## src/ordered_list_buffer_core_defines.svh

```systemverilog
// assertion macros shared by the ordered list buffer rtl
`ifndef ORDERED_LIST_BUFFER_CORE_DEFINES_SVH
`define ORDERED_LIST_BUFFER_CORE_DEFINES_SVH

// same-cycle implication, sampled on clk_i, off while rst_ni is low
`define OLB_ASSERT_NOW(lbl, ante, cons, msg) \
  lbl: assert property (@(posedge clk_i) disable iff (!rst_ni) (ante) |-> (cons)) \
    else $error(msg);

// next-cycle implication, sampled on clk_i, off while rst_ni is low
`define OLB_ASSERT_NEXT(lbl, ante, cons, msg) \
  lbl: assert property (@(posedge clk_i) disable iff (!rst_ni) (ante) |=> (cons)) \
    else $error(msg);

`endif

```

## src/olb_pkg.sv

```systemverilog
// shared constants, codes and types of the ordered list buffer
`timescale 1ns / 1ps
`default_nettype none

package olb_pkg;

  localparam int unsigned DEPTH  = 64;
  localparam int unsigned DATA_W = 32;
  localparam int unsigned ADDR_W = 6;
  localparam int unsigned CNT_W  = 7;
  localparam int unsigned POS_W  = 7;
  localparam int unsigned CAP_W  = 8;
  localparam int unsigned CFG_W  = 7;
  localparam int unsigned REQ_W  = 3;
  localparam int unsigned ST_W   = 3;

  localparam logic [CNT_W-1:0] FULL_COUNT = CNT_W'(DEPTH);

  typedef enum logic [REQ_W-1:0] {
    REQ_APPEND = 3'd0,
    REQ_INSERT = 3'd1,
    REQ_DELETE = 3'd2,
    REQ_EDIT   = 3'd3,
    REQ_GET    = 3'd4,
    REQ_FIND   = 3'd5
  } req_e;

  typedef enum logic [ST_W-1:0] {
    ST_OK       = 3'd0,
    ST_BADPOS   = 3'd1,
    ST_EMPTY    = 3'd2,
    ST_FULL     = 3'd3,
    ST_NOTFOUND = 3'd4
  } status_e;

  typedef struct packed {
    logic              we;
    logic [ADDR_W-1:0] waddr;
    logic [DATA_W-1:0] wdata;
    logic [ADDR_W-1:0] raddr;
  } mem_req_t;

endpackage

`default_nettype wire

```

## src/olb_req_if.sv

```systemverilog
// request channel: valid/ready handshake with the request payload
`timescale 1ns / 1ps
`default_nettype none

interface olb_req_if;
  logic        valid;
  logic        ready;
  logic [2:0]  req_type;
  logic [6:0]  position;
  logic [31:0] value_in;

  modport source (output valid, output req_type, output position, output value_in,
                  input ready);
  modport sink (input valid, input req_type, input position, input value_in,
                output ready);
endinterface

`default_nettype wire

```

## src/olb_rsp_if.sv

```systemverilog
// result channel: valid/ready handshake with the result payload
`timescale 1ns / 1ps
`default_nettype none

interface olb_rsp_if;
  logic        valid;
  logic        ready;
  logic [2:0]  status;
  logic [31:0] value_out;
  logic [5:0]  found_position;
  logic [6:0]  entry_total;
  logic [7:0]  alloc_size;

  modport source (output valid, output status, output value_out, output found_position,
                  output entry_total, output alloc_size, input ready);
  modport sink (input valid, input status, input value_out, input found_position,
                input entry_total, input alloc_size, output ready);
endinterface

`default_nettype wire

```

## src/ordered_list_buffer_core.sv

```systemverilog
// ordered list buffer: request sequencer, count and capacity tracking, result register
`timescale 1ns / 1ps
`default_nettype none

// Ordered list of up to 64 32-bit words with append, insert, delete, edit, get
// and find requests, one result per request. Requests are taken one at a time:
// req.ready is high only while the sequencer is idle. Every entry move or
// compare goes through the single read and single write port of the entry
// memory, one entry per cycle; insert and delete walk the entries behind the
// position and find walks from entry zero until a match or the last entry. The
// finished result sits in an output register, so the next request is accepted
// while it waits on rsp.ready. Entries have no reset; after reset the list is
// empty and no clearing pass is run. A write of the capacity register reloads
// the reported capacity only while the list is empty (a value of zero counts as
// one).

`include "ordered_list_buffer_core_defines.svh"

module ordered_list_buffer_core (
  input  wire logic                        clk_i,
  input  wire logic                        rst_ni,
  input  wire logic                        cfg_we_i,
  input  wire logic [olb_pkg::CFG_W-1:0]   cfg_wdata_i,
  olb_req_if.sink                          req,
  olb_rsp_if.source                        rsp
);

  typedef enum logic [2:0] {
    S_IDLE,
    S_EXEC,
    S_SHIFT_UP,
    S_INS_WRITE,
    S_SHIFT_DN,
    S_GET,
    S_FIND,
    S_RESP
  } state_e;

  state_e                            state_q, state_d;
  olb_pkg::req_e                     req_q, req_d;
  logic [olb_pkg::POS_W-1:0]         pos_q, pos_d;
  logic [olb_pkg::DATA_W-1:0]        val_q, val_d;
  logic [olb_pkg::ADDR_W-1:0]        idx_q, idx_d;
  logic [olb_pkg::CNT_W-1:0]         count_q, count_d;
  logic [olb_pkg::CAP_W-1:0]         cap_q, cap_d;
  olb_pkg::status_e                  res_status_q, res_status_d;
  logic [olb_pkg::DATA_W-1:0]        res_value_q, res_value_d;
  logic [olb_pkg::ADDR_W-1:0]        res_fpos_q, res_fpos_d;
  logic                              out_valid_q, out_valid_d;
  olb_pkg::status_e                  out_status_q, out_status_d;
  logic [olb_pkg::DATA_W-1:0]        out_value_q, out_value_d;
  logic [olb_pkg::ADDR_W-1:0]        out_fpos_q, out_fpos_d;
  logic [olb_pkg::CNT_W-1:0]         out_count_q, out_count_d;
  logic [olb_pkg::CAP_W-1:0]         out_cap_q, out_cap_d;

  olb_pkg::mem_req_t                 mem_req;
  logic [olb_pkg::DATA_W-1:0]        rdata;
  logic [olb_pkg::CNT_W-1:0]         count_dec;
  logic [olb_pkg::CAP_W-1:0]         cap_grown;
  logic [olb_pkg::CAP_W-1:0]         cap_half;

  olb_mem u_mem (
    .clk_i     (clk_i),
    .mem_req_i (mem_req),
    .rdata_o   (rdata)
  );

  assign count_dec = count_q - olb_pkg::CNT_W'(1);
  assign cap_grown = ({1'b0, count_q} == cap_q) ? {cap_q[olb_pkg::CAP_W-2:0], 1'b0} : cap_q;
  assign cap_half  = ((cap_q >> 1) >= {1'b0, count_dec} && cap_q > olb_pkg::CAP_W'(1))
                   ? (cap_q >> 1) : cap_q;

  assign req.ready          = (state_q == S_IDLE);
  assign rsp.valid          = out_valid_q;
  assign rsp.status         = out_status_q;
  assign rsp.value_out      = out_value_q;
  assign rsp.found_position = out_fpos_q;
  assign rsp.entry_total    = out_count_q;
  assign rsp.alloc_size     = out_cap_q;

  always_comb begin
    state_d      = state_q;
    req_d        = req_q;
    pos_d        = pos_q;
    val_d        = val_q;
    idx_d        = idx_q;
    count_d      = count_q;
    cap_d        = cap_q;
    res_status_d = res_status_q;
    res_value_d  = res_value_q;
    res_fpos_d   = res_fpos_q;
    out_valid_d  = out_valid_q;
    out_status_d = out_status_q;
    out_value_d  = out_value_q;
    out_fpos_d   = out_fpos_q;
    out_count_d  = out_count_q;
    out_cap_d    = out_cap_q;
    mem_req      = '0;

    if (out_valid_q && rsp.ready) begin
      out_valid_d = 1'b0;
    end

    // capacity reload only counts while the list is empty
    if (cfg_we_i && count_q == '0) begin
      cap_d = (cfg_wdata_i == '0) ? olb_pkg::CAP_W'(1) : {1'b0, cfg_wdata_i};
    end

    case (state_q)
      S_IDLE: begin
        if (req.valid) begin
          req_d   = olb_pkg::req_e'(req.req_type);
          pos_d   = req.position;
          val_d   = req.value_in;
          state_d = S_EXEC;
        end
      end

      S_EXEC: begin
        res_status_d = olb_pkg::ST_OK;
        res_value_d  = '0;
        res_fpos_d   = '0;
        state_d      = S_RESP;
        case (req_q)
          olb_pkg::REQ_APPEND: begin
            if (count_q == olb_pkg::FULL_COUNT) begin
              res_status_d = olb_pkg::ST_FULL;
            end else begin
              mem_req.we    = 1'b1;
              mem_req.waddr = count_q[olb_pkg::ADDR_W-1:0];
              mem_req.wdata = val_q;
              cap_d         = cap_grown;
              count_d       = count_q + olb_pkg::CNT_W'(1);
            end
          end
          olb_pkg::REQ_INSERT: begin
            if (pos_q > count_q) begin
              res_status_d = olb_pkg::ST_BADPOS;
            end else if (count_q == olb_pkg::FULL_COUNT) begin
              res_status_d = olb_pkg::ST_FULL;
            end else begin
              cap_d   = cap_grown;
              count_d = count_q + olb_pkg::CNT_W'(1);
              if (pos_q == count_q) begin
                mem_req.we    = 1'b1;
                mem_req.waddr = pos_q[olb_pkg::ADDR_W-1:0];
                mem_req.wdata = val_q;
              end else begin
                // walk down from the last entry, moving each one up a slot
                mem_req.raddr = count_dec[olb_pkg::ADDR_W-1:0];
                idx_d         = count_dec[olb_pkg::ADDR_W-1:0];
                state_d       = S_SHIFT_UP;
              end
            end
          end
          olb_pkg::REQ_DELETE: begin
            if (count_q == '0) begin
              res_status_d = olb_pkg::ST_EMPTY;
            end else if (pos_q >= count_q) begin
              res_status_d = olb_pkg::ST_BADPOS;
            end else begin
              count_d = count_dec;
              cap_d   = cap_half;
              if (pos_q != count_dec) begin
                mem_req.raddr = pos_q[olb_pkg::ADDR_W-1:0] + olb_pkg::ADDR_W'(1);
                idx_d         = pos_q[olb_pkg::ADDR_W-1:0] + olb_pkg::ADDR_W'(1);
                state_d       = S_SHIFT_DN;
              end
            end
          end
          olb_pkg::REQ_EDIT: begin
            if (pos_q >= count_q) begin
              res_status_d = olb_pkg::ST_BADPOS;
            end else begin
              mem_req.we    = 1'b1;
              mem_req.waddr = pos_q[olb_pkg::ADDR_W-1:0];
              mem_req.wdata = val_q;
            end
          end
          olb_pkg::REQ_GET: begin
            if (pos_q >= count_q) begin
              res_status_d = olb_pkg::ST_BADPOS;
            end else begin
              mem_req.raddr = pos_q[olb_pkg::ADDR_W-1:0];
              state_d       = S_GET;
            end
          end
          olb_pkg::REQ_FIND: begin
            if (count_q == '0) begin
              res_status_d = olb_pkg::ST_NOTFOUND;
            end else begin
              mem_req.raddr = '0;
              idx_d         = '0;
              state_d       = S_FIND;
            end
          end
          default: begin
            res_status_d = olb_pkg::ST_BADPOS;
          end
        endcase
      end

      S_SHIFT_UP: begin
        // rdata holds entry idx_q, read last cycle
        mem_req.we    = 1'b1;
        mem_req.waddr = idx_q + olb_pkg::ADDR_W'(1);
        mem_req.wdata = rdata;
        if (idx_q == pos_q[olb_pkg::ADDR_W-1:0]) begin
          state_d = S_INS_WRITE;
        end else begin
          mem_req.raddr = idx_q - olb_pkg::ADDR_W'(1);
          idx_d         = idx_q - olb_pkg::ADDR_W'(1);
        end
      end

      S_INS_WRITE: begin
        mem_req.we    = 1'b1;
        mem_req.waddr = pos_q[olb_pkg::ADDR_W-1:0];
        mem_req.wdata = val_q;
        state_d       = S_RESP;
      end

      S_SHIFT_DN: begin
        mem_req.we    = 1'b1;
        mem_req.waddr = idx_q - olb_pkg::ADDR_W'(1);
        mem_req.wdata = rdata;
        // count is already decremented, so the old last entry sits at count_q
        if ({1'b0, idx_q} == count_q) begin
          state_d = S_RESP;
        end else begin
          mem_req.raddr = idx_q + olb_pkg::ADDR_W'(1);
          idx_d         = idx_q + olb_pkg::ADDR_W'(1);
        end
      end

      S_GET: begin
        res_value_d = rdata;
        state_d     = S_RESP;
      end

      S_FIND: begin
        if (rdata == val_q) begin
          res_status_d = olb_pkg::ST_OK;
          res_fpos_d   = idx_q;
          state_d      = S_RESP;
        end else if ({1'b0, idx_q} == count_dec) begin
          res_status_d = olb_pkg::ST_NOTFOUND;
          state_d      = S_RESP;
        end else begin
          mem_req.raddr = idx_q + olb_pkg::ADDR_W'(1);
          idx_d         = idx_q + olb_pkg::ADDR_W'(1);
        end
      end

      S_RESP: begin
        if (!out_valid_q || rsp.ready) begin
          out_valid_d  = 1'b1;
          out_status_d = res_status_q;
          out_value_d  = res_value_q;
          out_fpos_d   = res_fpos_q;
          out_count_d  = count_q;
          out_cap_d    = cap_q;
          state_d      = S_IDLE;
        end
      end

      default: begin
        state_d = S_IDLE;
      end
    endcase
  end

  always_ff @(posedge clk_i or negedge rst_ni) begin
    if (!rst_ni) begin
      state_q     <= S_IDLE;
      count_q     <= '0;
      cap_q       <= olb_pkg::CAP_W'(1);
      out_valid_q <= 1'b0;
    end else begin
      state_q     <= state_d;
      count_q     <= count_d;
      cap_q       <= cap_d;
      out_valid_q <= out_valid_d;
    end
  end

  always_ff @(posedge clk_i) begin
    req_q        <= req_d;
    pos_q        <= pos_d;
    val_q        <= val_d;
    idx_q        <= idx_d;
    res_status_q <= res_status_d;
    res_value_q  <= res_value_d;
    res_fpos_q   <= res_fpos_d;
    out_status_q <= out_status_d;
    out_value_q  <= out_value_d;
    out_fpos_q   <= out_fpos_d;
    out_count_q  <= out_count_d;
    out_cap_q    <= out_cap_d;
  end

  `OLB_ASSERT_NEXT(a_accept_leaves_idle, req.valid && req.ready, state_q == S_EXEC, "accepted transaction did not start execution")
  `OLB_ASSERT_NOW(a_no_write_when_idle, state_q == S_IDLE || state_q == S_RESP, !mem_req.we, "entry write outside a request")
  `OLB_ASSERT_NOW(a_find_in_range, state_q == S_FIND, {1'b0, idx_q} < count_q, "find walked past the last entry")
  `OLB_ASSERT_NOW(a_count_bounded, 1'b1, count_q <= olb_pkg::FULL_COUNT && cap_q != '0, "entry count or capacity out of range")

endmodule

`default_nettype wire

```

## src/olb_mem.sv

```systemverilog
// entry storage: one write port, one read port with registered read data
`timescale 1ns / 1ps
`default_nettype none

module olb_mem (
  input  wire logic                         clk_i,
  input  wire olb_pkg::mem_req_t            mem_req_i,
  output logic [olb_pkg::DATA_W-1:0]        rdata_o
);

  logic [olb_pkg::DATA_W-1:0] mem_q [olb_pkg::DEPTH];

  always_ff @(posedge clk_i) begin
    if (mem_req_i.we) begin
      mem_q[mem_req_i.waddr] <= mem_req_i.wdata;
    end
    rdata_o <= mem_q[mem_req_i.raddr];
  end

endmodule

`default_nettype wire

```

## src/flat_wrapper.sv

```systemverilog
// flat-port wrapper written by rule: the top's interface ports become plain ports
module ordered_list_buffer_core_flat 
  (clk_i, rst_ni, cfg_we_i, cfg_wdata_i, req_valid, req_req_type, req_position, req_value_in, req_ready, rsp_valid, rsp_status, rsp_value_out, rsp_found_position, rsp_entry_total, rsp_alloc_size, rsp_ready);
  olb_req_if req_i ();
  olb_rsp_if rsp_i ();
  input  wire logic clk_i;
  input  wire logic rst_ni;
  input  wire logic cfg_we_i;
  input  wire logic [olb_pkg::CFG_W-1:0] cfg_wdata_i;
  input wire logic [$bits(req_i.valid)-1:0] req_valid;
  input wire logic [$bits(req_i.req_type)-1:0] req_req_type;
  input wire logic [$bits(req_i.position)-1:0] req_position;
  input wire logic [$bits(req_i.value_in)-1:0] req_value_in;
  output wire logic [$bits(req_i.ready)-1:0] req_ready;
  output wire logic [$bits(rsp_i.valid)-1:0] rsp_valid;
  output wire logic [$bits(rsp_i.status)-1:0] rsp_status;
  output wire logic [$bits(rsp_i.value_out)-1:0] rsp_value_out;
  output wire logic [$bits(rsp_i.found_position)-1:0] rsp_found_position;
  output wire logic [$bits(rsp_i.entry_total)-1:0] rsp_entry_total;
  output wire logic [$bits(rsp_i.alloc_size)-1:0] rsp_alloc_size;
  input wire logic [$bits(rsp_i.ready)-1:0] rsp_ready;
  assign req_i.valid = req_valid;
  assign req_i.req_type = req_req_type;
  assign req_i.position = req_position;
  assign req_i.value_in = req_value_in;
  assign req_ready = req_i.ready;
  assign rsp_valid = rsp_i.valid;
  assign rsp_status = rsp_i.status;
  assign rsp_value_out = rsp_i.value_out;
  assign rsp_found_position = rsp_i.found_position;
  assign rsp_entry_total = rsp_i.entry_total;
  assign rsp_alloc_size = rsp_i.alloc_size;
  assign rsp_i.ready = rsp_ready;
  ordered_list_buffer_core u_core (.clk_i(clk_i), .rst_ni(rst_ni), .cfg_we_i(cfg_we_i), .cfg_wdata_i(cfg_wdata_i), .req(req_i), .rsp(rsp_i));
endmodule
```

## config.mk

```make
export PLATFORM = sky130hd
export DESIGN_NAME = ordered_list_buffer_core_flat
export DESIGN_NICKNAME = d
export VERILOG_FILES = /design/src/olb_pkg.sv /design/src/olb_req_if.sv /design/src/olb_rsp_if.sv /design/src/ordered_list_buffer_core.sv /design/src/olb_mem.sv /design/src/flat_wrapper.sv
export VERILOG_INCLUDE_DIRS = /design/src /design/src/src
export SDC_FILE = /design/constraint.sdc
export NUM_CORES = 2
export LEC_CHECK = 0
export BUFFER_PORTS_ARGS = -buffer_cell sky130_fd_sc_hd__buf_2
export CORE_UTILIZATION = 60
export DETAILED_ROUTE_END_ITERATION = 6
export PLACE_DENSITY = 0.74
export SLEW_MARGIN = 20
export SYNTH_ARGS = -nofsm -noshare
export SYNTH_HDL_FRONTEND = slang
export SYNTH_SLANG_ARGS = --single-unit
export TNS_END_PERCENT = 50
```

## constraint.sdc

```tcl
create_clock -name clk_i -period 5.8 [get_ports clk_i]
set_input_delay 0.29 -clock clk_i [delete_from_list [all_inputs] [get_ports clk_i]]
set_output_delay 0.29 -clock clk_i [all_outputs]
set_load 0.1 [all_outputs]
```

==> After elaboration in Yosys (flattened, before gate mapping) <==
Memories as Yosys holds them, arrays and structs flattened. A register that Yosys moved wholly into a read port is not among the register bits.
Index checks and enable logic that the tools add are counted.
{ "op_classes": {"n_addsub": 5, "n_lt_le_gt_ge": 4, "eq_ne": 42, "muxes": 79, "reduce_logical": 22} }
{ "op_table": {"columns": ["operator", "n"], "rows": [
  ["case mux 39 bit (4 select lines)", 1],
  ["two-way mux 6 bit", 21],
  ["two-way mux 39 bit", 3],
  ["case mux 39 bit (3 select lines)", 1],
  ["two-way mux 45 bit", 2],
  ["two-way mux 8 bit", 8],
  ["case mux 32 bit (2 select lines)", 1],
  ["case mux 6 bit (4 select lines)", 2],
  ["two-way mux 3 bit", 15],
  ["case mux 6 bit (3 select lines)", 2],
  ["two-way mux 7 bit", 5],
  ["== test 32 bit", 1],
  ["case mux 8 bit (3 select lines)", 1],
  ["case mux 3 bit (7 select lines)", 1],
  ["case mux 7 bit (3 select lines)", 1],
  ["== test 3 bit, second input constant", 6],
  ["!= test 3 bit, second input constant", 6],
  ["!= test 2 bit, second input constant", 8],
  ["case mux 3 bit (5 select lines)", 1],
  ["== test 6 x 7 -> 1 bit", 2],
  [">= comparator 7 bit", 2],
  ["zero test 7 bit", 2],
  ["AND reduction 13 bit", 1],
  ["adder 6 x 1 -> 6 bit, second input constant", 2],
  ["other kinds (32)", 57]
]} }
{ "word_totals": {"ff_bits": 164, "ramBits": 2048, "output_inout_bits": 58, "memories": 1} }
{ "memory_table": {"columns": ["memory", "words", "width", "read_ports", "rd_clocked_by_memory_dff", "wr", "line", "rtl"], "rows": [
  ["u_core.u_mem.mem_q", 64, 32, 1, 1, 1, "olb_mem.sv:11", "logic [olb_pkg::DATA_W-1:0] mem_q [olb_pkg::DEPTH];"]
]} }

==> Logic depth before layout (Yosys ltp) <==
{ "depth": {"depth_word": 8, "depth_mapped": 20, "mapped_depth_nobuf": 14} }

==> Hierarchy <==
A second synthesis with hierarchy kept.
{ "hier_totals": {"cells_unflattened": 4218, "area_unflattened_um2": 87566.5} }
{ "by_module_without_submodules": {"columns": ["module", "instances", "cells_per_inst", "area_per_inst_um2", "seq_area_each_um2"], "rows": [
  ["olb_mem", 1, 3511, 79039.6, 62139.6],
  ["ordered_list_buffer_core", 1, 707, 8526.9, 4830.9]
]} }

==> Least setup slack after synthesis <==
OpenSTA, ideal clock, no wires.
{ "synth_timing": {"path_type": "flip-flop to flip-flop", "startpoint": "reg u_core.count_q[6] in the netlist's numbering", "endpoint": "mem u_core.u_mem.mem_q[19][0] in the netlist's numbering (enable)", "setup_time_ns": 0.421, "arrival_time_ns": 4.688, "slack_ns": 0.690, "path_stages_with_launch": 15, "path_buffers": 2, "synth_period_minus_slack_ns": 5.110, "cell_sequence": "dfrtp_1 > buf_1 > inv_1 > ha_1 > and4_1 > o21ai_0 > o21a_1 > a21oi_1 > nor2_1 > a22oi_1 > nor2_1 > a221oi_1 > or3b_2 > clkbuf_1 > nor2_1"} }
{ "synth_via": {"elab_chain_cells": 8, "elab_cells_between_ends": 13} }
{ "synth_lines": {"columns": ["item", "line", "rtl"], "rows": [
  ["start: declaration", "ordered_list_buffer_core.sv:44", "logic [olb_pkg::CNT_W-1:0] count_q, count_d;"],
  ["start signal: assignment", "ordered_list_buffer_core.sv:281", "count_q <= count_d;"],
  ["parallel branches: the longest is 4 deep, another holds >= comparator 7 bit", null, null],
  ["case mux 39 bit (3 select lines) *", "ordered_list_buffer_core.sv:124", "case (req_q)"],
  ["case mux 39 bit (4 select lines) *", "ordered_list_buffer_core.sv:109", "case (state_q)"],
  ["two-way mux 1 bit", "olb_mem.sv:14", "if (mem_req_i.we) begin"],
  ["two-way mux 1 bit (not written as such)", "olb_mem.sv:15", "mem_q[mem_req_i.waddr] <= mem_req_i.wdata;"],
  ["end: declaration", "olb_mem.sv:11", null]
]} }
Mark *: on every way between the ends.

==> Worst setup path in the final report <==
{ "layout_timing": {"startpoint": "reg u_core.u_mem.rdata_o[8] in the netlist's numbering (read register of u_core.u_mem.mem_q)", "endpoint": "reg u_core.u_mem.rdata_o[20] in the netlist's numbering (read register of u_core.u_mem.mem_q)"} }
{ "layout_via": {"elab_chain_cells": 3} }
{ "layout_lines": {"columns": ["item", "line", "rtl"], "rows": [
  ["start: declaration", "olb_mem.sv:8", "output logic [olb_pkg::DATA_W-1:0] rdata_o"],
  ["== test 32 bit", "ordered_list_buffer_core.sv:242", "if (rdata == val_q) begin"],
  ["two-way mux 6 bit", "ordered_list_buffer_core.sv:242", null],
  ["case mux 6 bit (4 select lines)", "ordered_list_buffer_core.sv:109", null]
]} }
Every way passes these cells.
A chain may end at the register's enable or synchronous reset.

==> results.rst <==
.. list-table::
   :header-rows: 1

   * - Metric
     - Value
   * - Die boundary width
     - 387 microns
   * - Worst setup path endpoint
     - u_core.u_mem.rdata_o[20]$_DFF_P_
   * - Level count of the clock H-tree
     - 4
   * - Ports placed on the boundary
     - roughly 110
   * - Crit start category
     - flip-flop
   * - Total Wirelength
     - roughly 250000 microns
   * - Initial antenna violation count
     - 11
   * - Skew-Pair Late Insertion Delay
     - 0.85 ns
   * - Total via count after detailed routing
     - 55400
   * - Pleak
     - approximately 35 nW
   * - Remaining DRCs
     - 0
   * - Maximum fanout encountered on the critical timing path
     - 28
   * - Cts hold-fix bufs
     - 55
   * - Arrival time of data at the critical path endpoint
     - around 6.3 ns
   * - Total Die Area
     - about 0.15 sq mm
   * - Worst Clk Skew
     - ~0.041 ns
   * - Routability congestion estimate
     - 0.939
   * - Buffer depth of the longest clock path
     - 3
   * - Inserted Clock Buffers
     - 211
   * - Multi-input combinational cell area
     - 0.0209 sq mm
   * - Buffers on Ports
     - approximately 110
   * - Total setup violations reported at the end of the flow
     - 0
   * - Run status
     - finished, final reports clean
   * - Die Ht
     - around 390 microns
   * - Count of fill cells added during filler insertion
     - 9308
   * - Setup TNS after final layout
     - 0 ns
   * - Layout overhead on the synthesized area
     - 14.1%
   * - Library cell used as clock root buffer
     - sky130_fd_sc_hd__clkbuf_16
   * - Launch instance of the worst register-to-register path
     - u_core.u_mem.rdata_o[8]$_DFF_P_
   * - Worst setup path category
     - flip-flop to flip-flop
   * - Min-Delay Path Depth
     - 2
   * - Sequential share of power
     - a little under two fifths
   * - Number of cells in the design after placement
     - 7904
   * - Syn Std Cell Area
     - ~0.089 sq mm
   * - Post-detailed-route count of antenna-violating nets
     - 0
   * - Number of core rows
     - around 140
   * - Number of cells produced by synthesis
     - a little under 6000
   * - Clock net sink count
     - between 2000 and 2500
   * - Post-route minimum period
     - between 5 and 6 ns
   * - Number of cell instances on the worst register-to-register path
     - 13
   * - Highest ir drop seen on vdd
     - roughly 550 uV
   * - Utilization after layout
     - ~69%
   * - Power density over cell area
     - 586 mW/mm^2
   * - Final non-filler cell total
     - around 8400
   * - Starting Density
     - between 60% and 70%
   * - Most common flop cell mapped by yosys
     - sky130_fd_sc_hd__edfxtp_1
   * - YS warnings
     - 0
   * - Max Cap Violations
     - 0
   * - Data required, critical path
     - about 6.4 ns
   * - Number of max-slew violations in the final report
     - 0
   * - Register bit count reported by yosys
     - 2244
   * - Final hold vios
     - 0
   * - Setup repair after global routing missed its margin
     - false
   * - Register-to-register setup slack
     - just over 0.05 ns
   * - Number of DRC markers in iteration 0
     - 8370
   * - Slew of the pin with the lowest slew margin
     - ~1.2 ns
   * - Largest net degree at the start of global routing
     - about 140
   * - Hold/Removal Path Class
     - primary input to flip-flop
   * - Power Total
     - just under 60 mW
   * - Fmax achieved
     - between 0.15 and 0.2 GHz
   * - Floorplan core area
     - roughly 0.15 sq mm
   * - Footprint of the flip-flops and latches
     - roughly 0.067 sq mm
   * - Launching element of the worst setup path
     - u_core.u_mem.rdata_o[8]$_DFF_P_
   * - Synth cell types
     - 86
   * - Total of cells resized after clock tree synthesis
     - 0
   * - Power Internal
     - 36.0 mW
   * - Number of nets produced by synthesis
     - between 6000 and 7000
   * - Normalized max-slew margin
     - between 20 and 25%
   * - Post-synth EDFFs
     - 2193
   * - Proportion of register bits with asynchronous set or reset after synthesis
     - less than 1%
   * - Vias in the first global route
     - roughly 53000
   * - Clock-pin slew of the registers on the worst-case setup and hold paths
     - 0.07 ns
   * - Number of nets in the finished design
     - about 6300
   * - Global route total overflow
     - 0
   * - CTS tree
     - done
   * - GR Util All Layers
     - between 30% and 40%
   * - Endpoint type of the worst setup path
     - flip-flop
   * - Number of detailed-route iterations in the first pass
     - 7
   * - Average cell area after synthesis
     - 15.0 sq um
   * - Share of power burned in the clock network
     - between 20% and 30%
   * - Combinational share of power
     - between 30% and 40%
   * - Period utilisation layout
     - 99.1%
   * - Seq/Total Area, Yosys
     - between 70% and 80%
   * - Final HPWL from detailed placement
     - around 150000 microns
   * - Worst R2R End
     - u_core.u_mem.rdata_o[20]$_DFF_P_
   * - Switching Fraction
     - 39.6%
   * - Wire length of the first global-routing pass
     - ~360000 microns
   * - Routed vias/inst
     - approximately 6.6
   * - Wirelength per Cell
     - a little under 30 microns
   * - NetSw
     - 23.5 mW
   * - Layout cells sized above 1
     - 13.5%
   * - Total setup buffers inserted after CTS
     - 0
-- layer usage --
layer	up-vias	global-route usage, %	wire length (microns)
li1	23500	-	-
met2	3839	49.4	113000
met1	27500	46.1	93500
met5	-	0	34
met4	6	15.2	12000
met3	528	7.80	30900
-- worst min path at each step --
| stage | from | end | slack (ns) |
|---|---|---|---|
| after floorplan | rst_ni | u_core.cap_q[1]$_DFFE_PN0P_ | -0.006 |
| final | req_value_in[20] | u_core.val_q[20]$_DFFE_PP_ | 0.15 |
| after CTS | req_value_in[4] | u_core.val_q[4]$_DFFE_PP_ | 0.1 |
| after detailed placement | rst_ni | u_core.state_q[1]$_DFFE_PN0P_ | 0.30 |
| after global placement | rst_ni | u_core.count_q[2]$_DFFE_PN0P_ | 0.30 |
| after global routing | req_value_in[21] | u_core.val_q[21]$_DFFE_PP_ | 0.13 |
-- power groups by stage --
stage / Sequential [mW] / Combinational [mW] / Clock, mW
floorplan: 23.2 / 12.5 / 0
global placement: 22.4 / 22.3 / 0
detailed placement: 22.5 / 22.7 / 0
CTS: 22.1 / 22.9 / 14.0
global route: 22.3 / 24.3 / 14.6
finish: 22.2 / 23.3 / 14.0
-- flip-flops by register name (all words and copies together), names as in the netlist --
name and flops:
u_core.req_q 3, u_core.val_q 32, u_core.rsp.entry_total 7, u_core.state_q 3, u_core.idx_q 6, u_core.rsp.status 3, u_core.pos_q 7, u_core.rsp.value_out 32
u_core.u_mem.mem_q 2048, u_core.u_mem.rdata_o 32, u_core.res_value_q 32, u_core.count_q 7, u_core.rsp.found_position 6, u_core.res_fpos_q 6, u_core.res_status_q 3, u_core.rsp.valid 1
u_core.cap_q 8, u_core.rsp.alloc_size 8
-- through the flow --
stage	hold WS, ns	cell area, sq um	setup slack, ns
floorplan	-0.00559	89100	0.690
global placement	0.299	94000	0.415
detailed placement	0.304	94000	0.385
CTS	0.0962	102000	0.347
global route	0.133	102000	0.0365
finish	0.149	102000	0.0506
-- cell type report --
class                      count  area share, %
antenna                        2        0.00492
multi-input combinational   3305           20.5
tap                         1930           2.38
clock buffer                 269           5.52
inverter                      20         0.0739
sequential                  2244           65.9
clock inverter               120           1.38
timing repair buffer         462           4.22
-- cell usage in the layout (no fill, tap or decap), drive strengths merged, types with 9 or more instances in the layout --
cell type,netlist,routed
clkinv,3,81
clkbuf,153,271
dlygate4sd3,0,55
nor2b,12,12
ha,19,19
edfxtp,2193,2193
nand4,80,80
nand3,352,352
dfxtp,32,32
a211oi,152,152
nand2,1153,1153
nor3,21,21
mux2i,433,433
dfrtp,18,18
a22oi,17,17
a22o,32,32
a32oi,176,176
a31oi,84,84
a221oi,35,35
nor2,120,120
clkinvlp,0,9
xnor2,23,23
a222oi,9,9
o22ai,62,62
inv,17,24
and3,166,166
buf,222,405
a21boi,9,9
bufinv,0,26
a21oi,50,50
o21ai,62,62
nor4,19,19
o211ai,14,14
and4,30,30
nand2b,11,11
xor2,62,62
-- synthesized netlist by cell type, drive strengths merged (7+ instances only) --
master | instances | area (sq um)
xor2 | 62 | 543
o211ai | 14 | 125
and4 | 30 | 263
dfxtp | 32 | 641
nor2b | 12 | 75.1
a31oi | 84 | 526
a32o | 8 | 80.1
a32oi | 176 | 1540
edfxtp | 2193 | 65900
nor4 | 19 | 119
nand4 | 80 | 519
a222oi | 9 | 90.1
dfrtp | 18 | 450
a21o | 7 | 52.6
mux2i | 433 | 4330
a22oi | 17 | 128
nand2b | 11 | 68.8
nor3 | 21 | 136
inv | 17 | 63.8
nor2 | 120 | 499
xnor2 | 23 | 201
nand3 | 352 | 1760
o22ai | 62 | 388
and3 | 166 | 1040
a21oi | 50 | 250
clkbuf | 153 | 574
a22o | 32 | 280
nand2 | 1153 | 4330
a21boi | 9 | 67.6
ha | 19 | 238
buf | 222 | 1210
o21ai | 62 | 310
a221oi | 35 | 307
o21a | 7 | 52.6
a211oi | 152 | 1140
-- worst max-delay path: stages, from the launching register on --
cell and delay [ns]:
sky130_fd_sc_hd__dfxtp_1 0.61, sky130_fd_sc_hd__xor2_1 0.18, sky130_fd_sc_hd__nor4_1 0.73, sky130_fd_sc_hd__nand4_1 0.50
sky130_fd_sc_hd__o21a_1 0.34, sky130_fd_sc_hd__a21oi_1 0.48, sky130_fd_sc_hd__o221ai_2 0.43, sky130_fd_sc_hd__buf_4 0.28
sky130_fd_sc_hd__nand2_1 0.13, sky130_fd_sc_hd__nor2_2 0.07, sky130_fd_sc_hd__buf_4 0.28, sky130_fd_sc_hd__and3_1 0.27
sky130_fd_sc_hd__a31oi_1 0.62, sky130_fd_sc_hd__nand4_1 0.51
-- logic make-up after synthesis --
kind of cell | synth area share [%]
mux | 4.93
fa+ha+maj | 0.267
buf+inv | 2.09
compound gates | 6.49
xor+xnor | 0.886
simple gates | 10.1
flops | 75.2
Note: power is estimated with default switching activity, not from simulation.
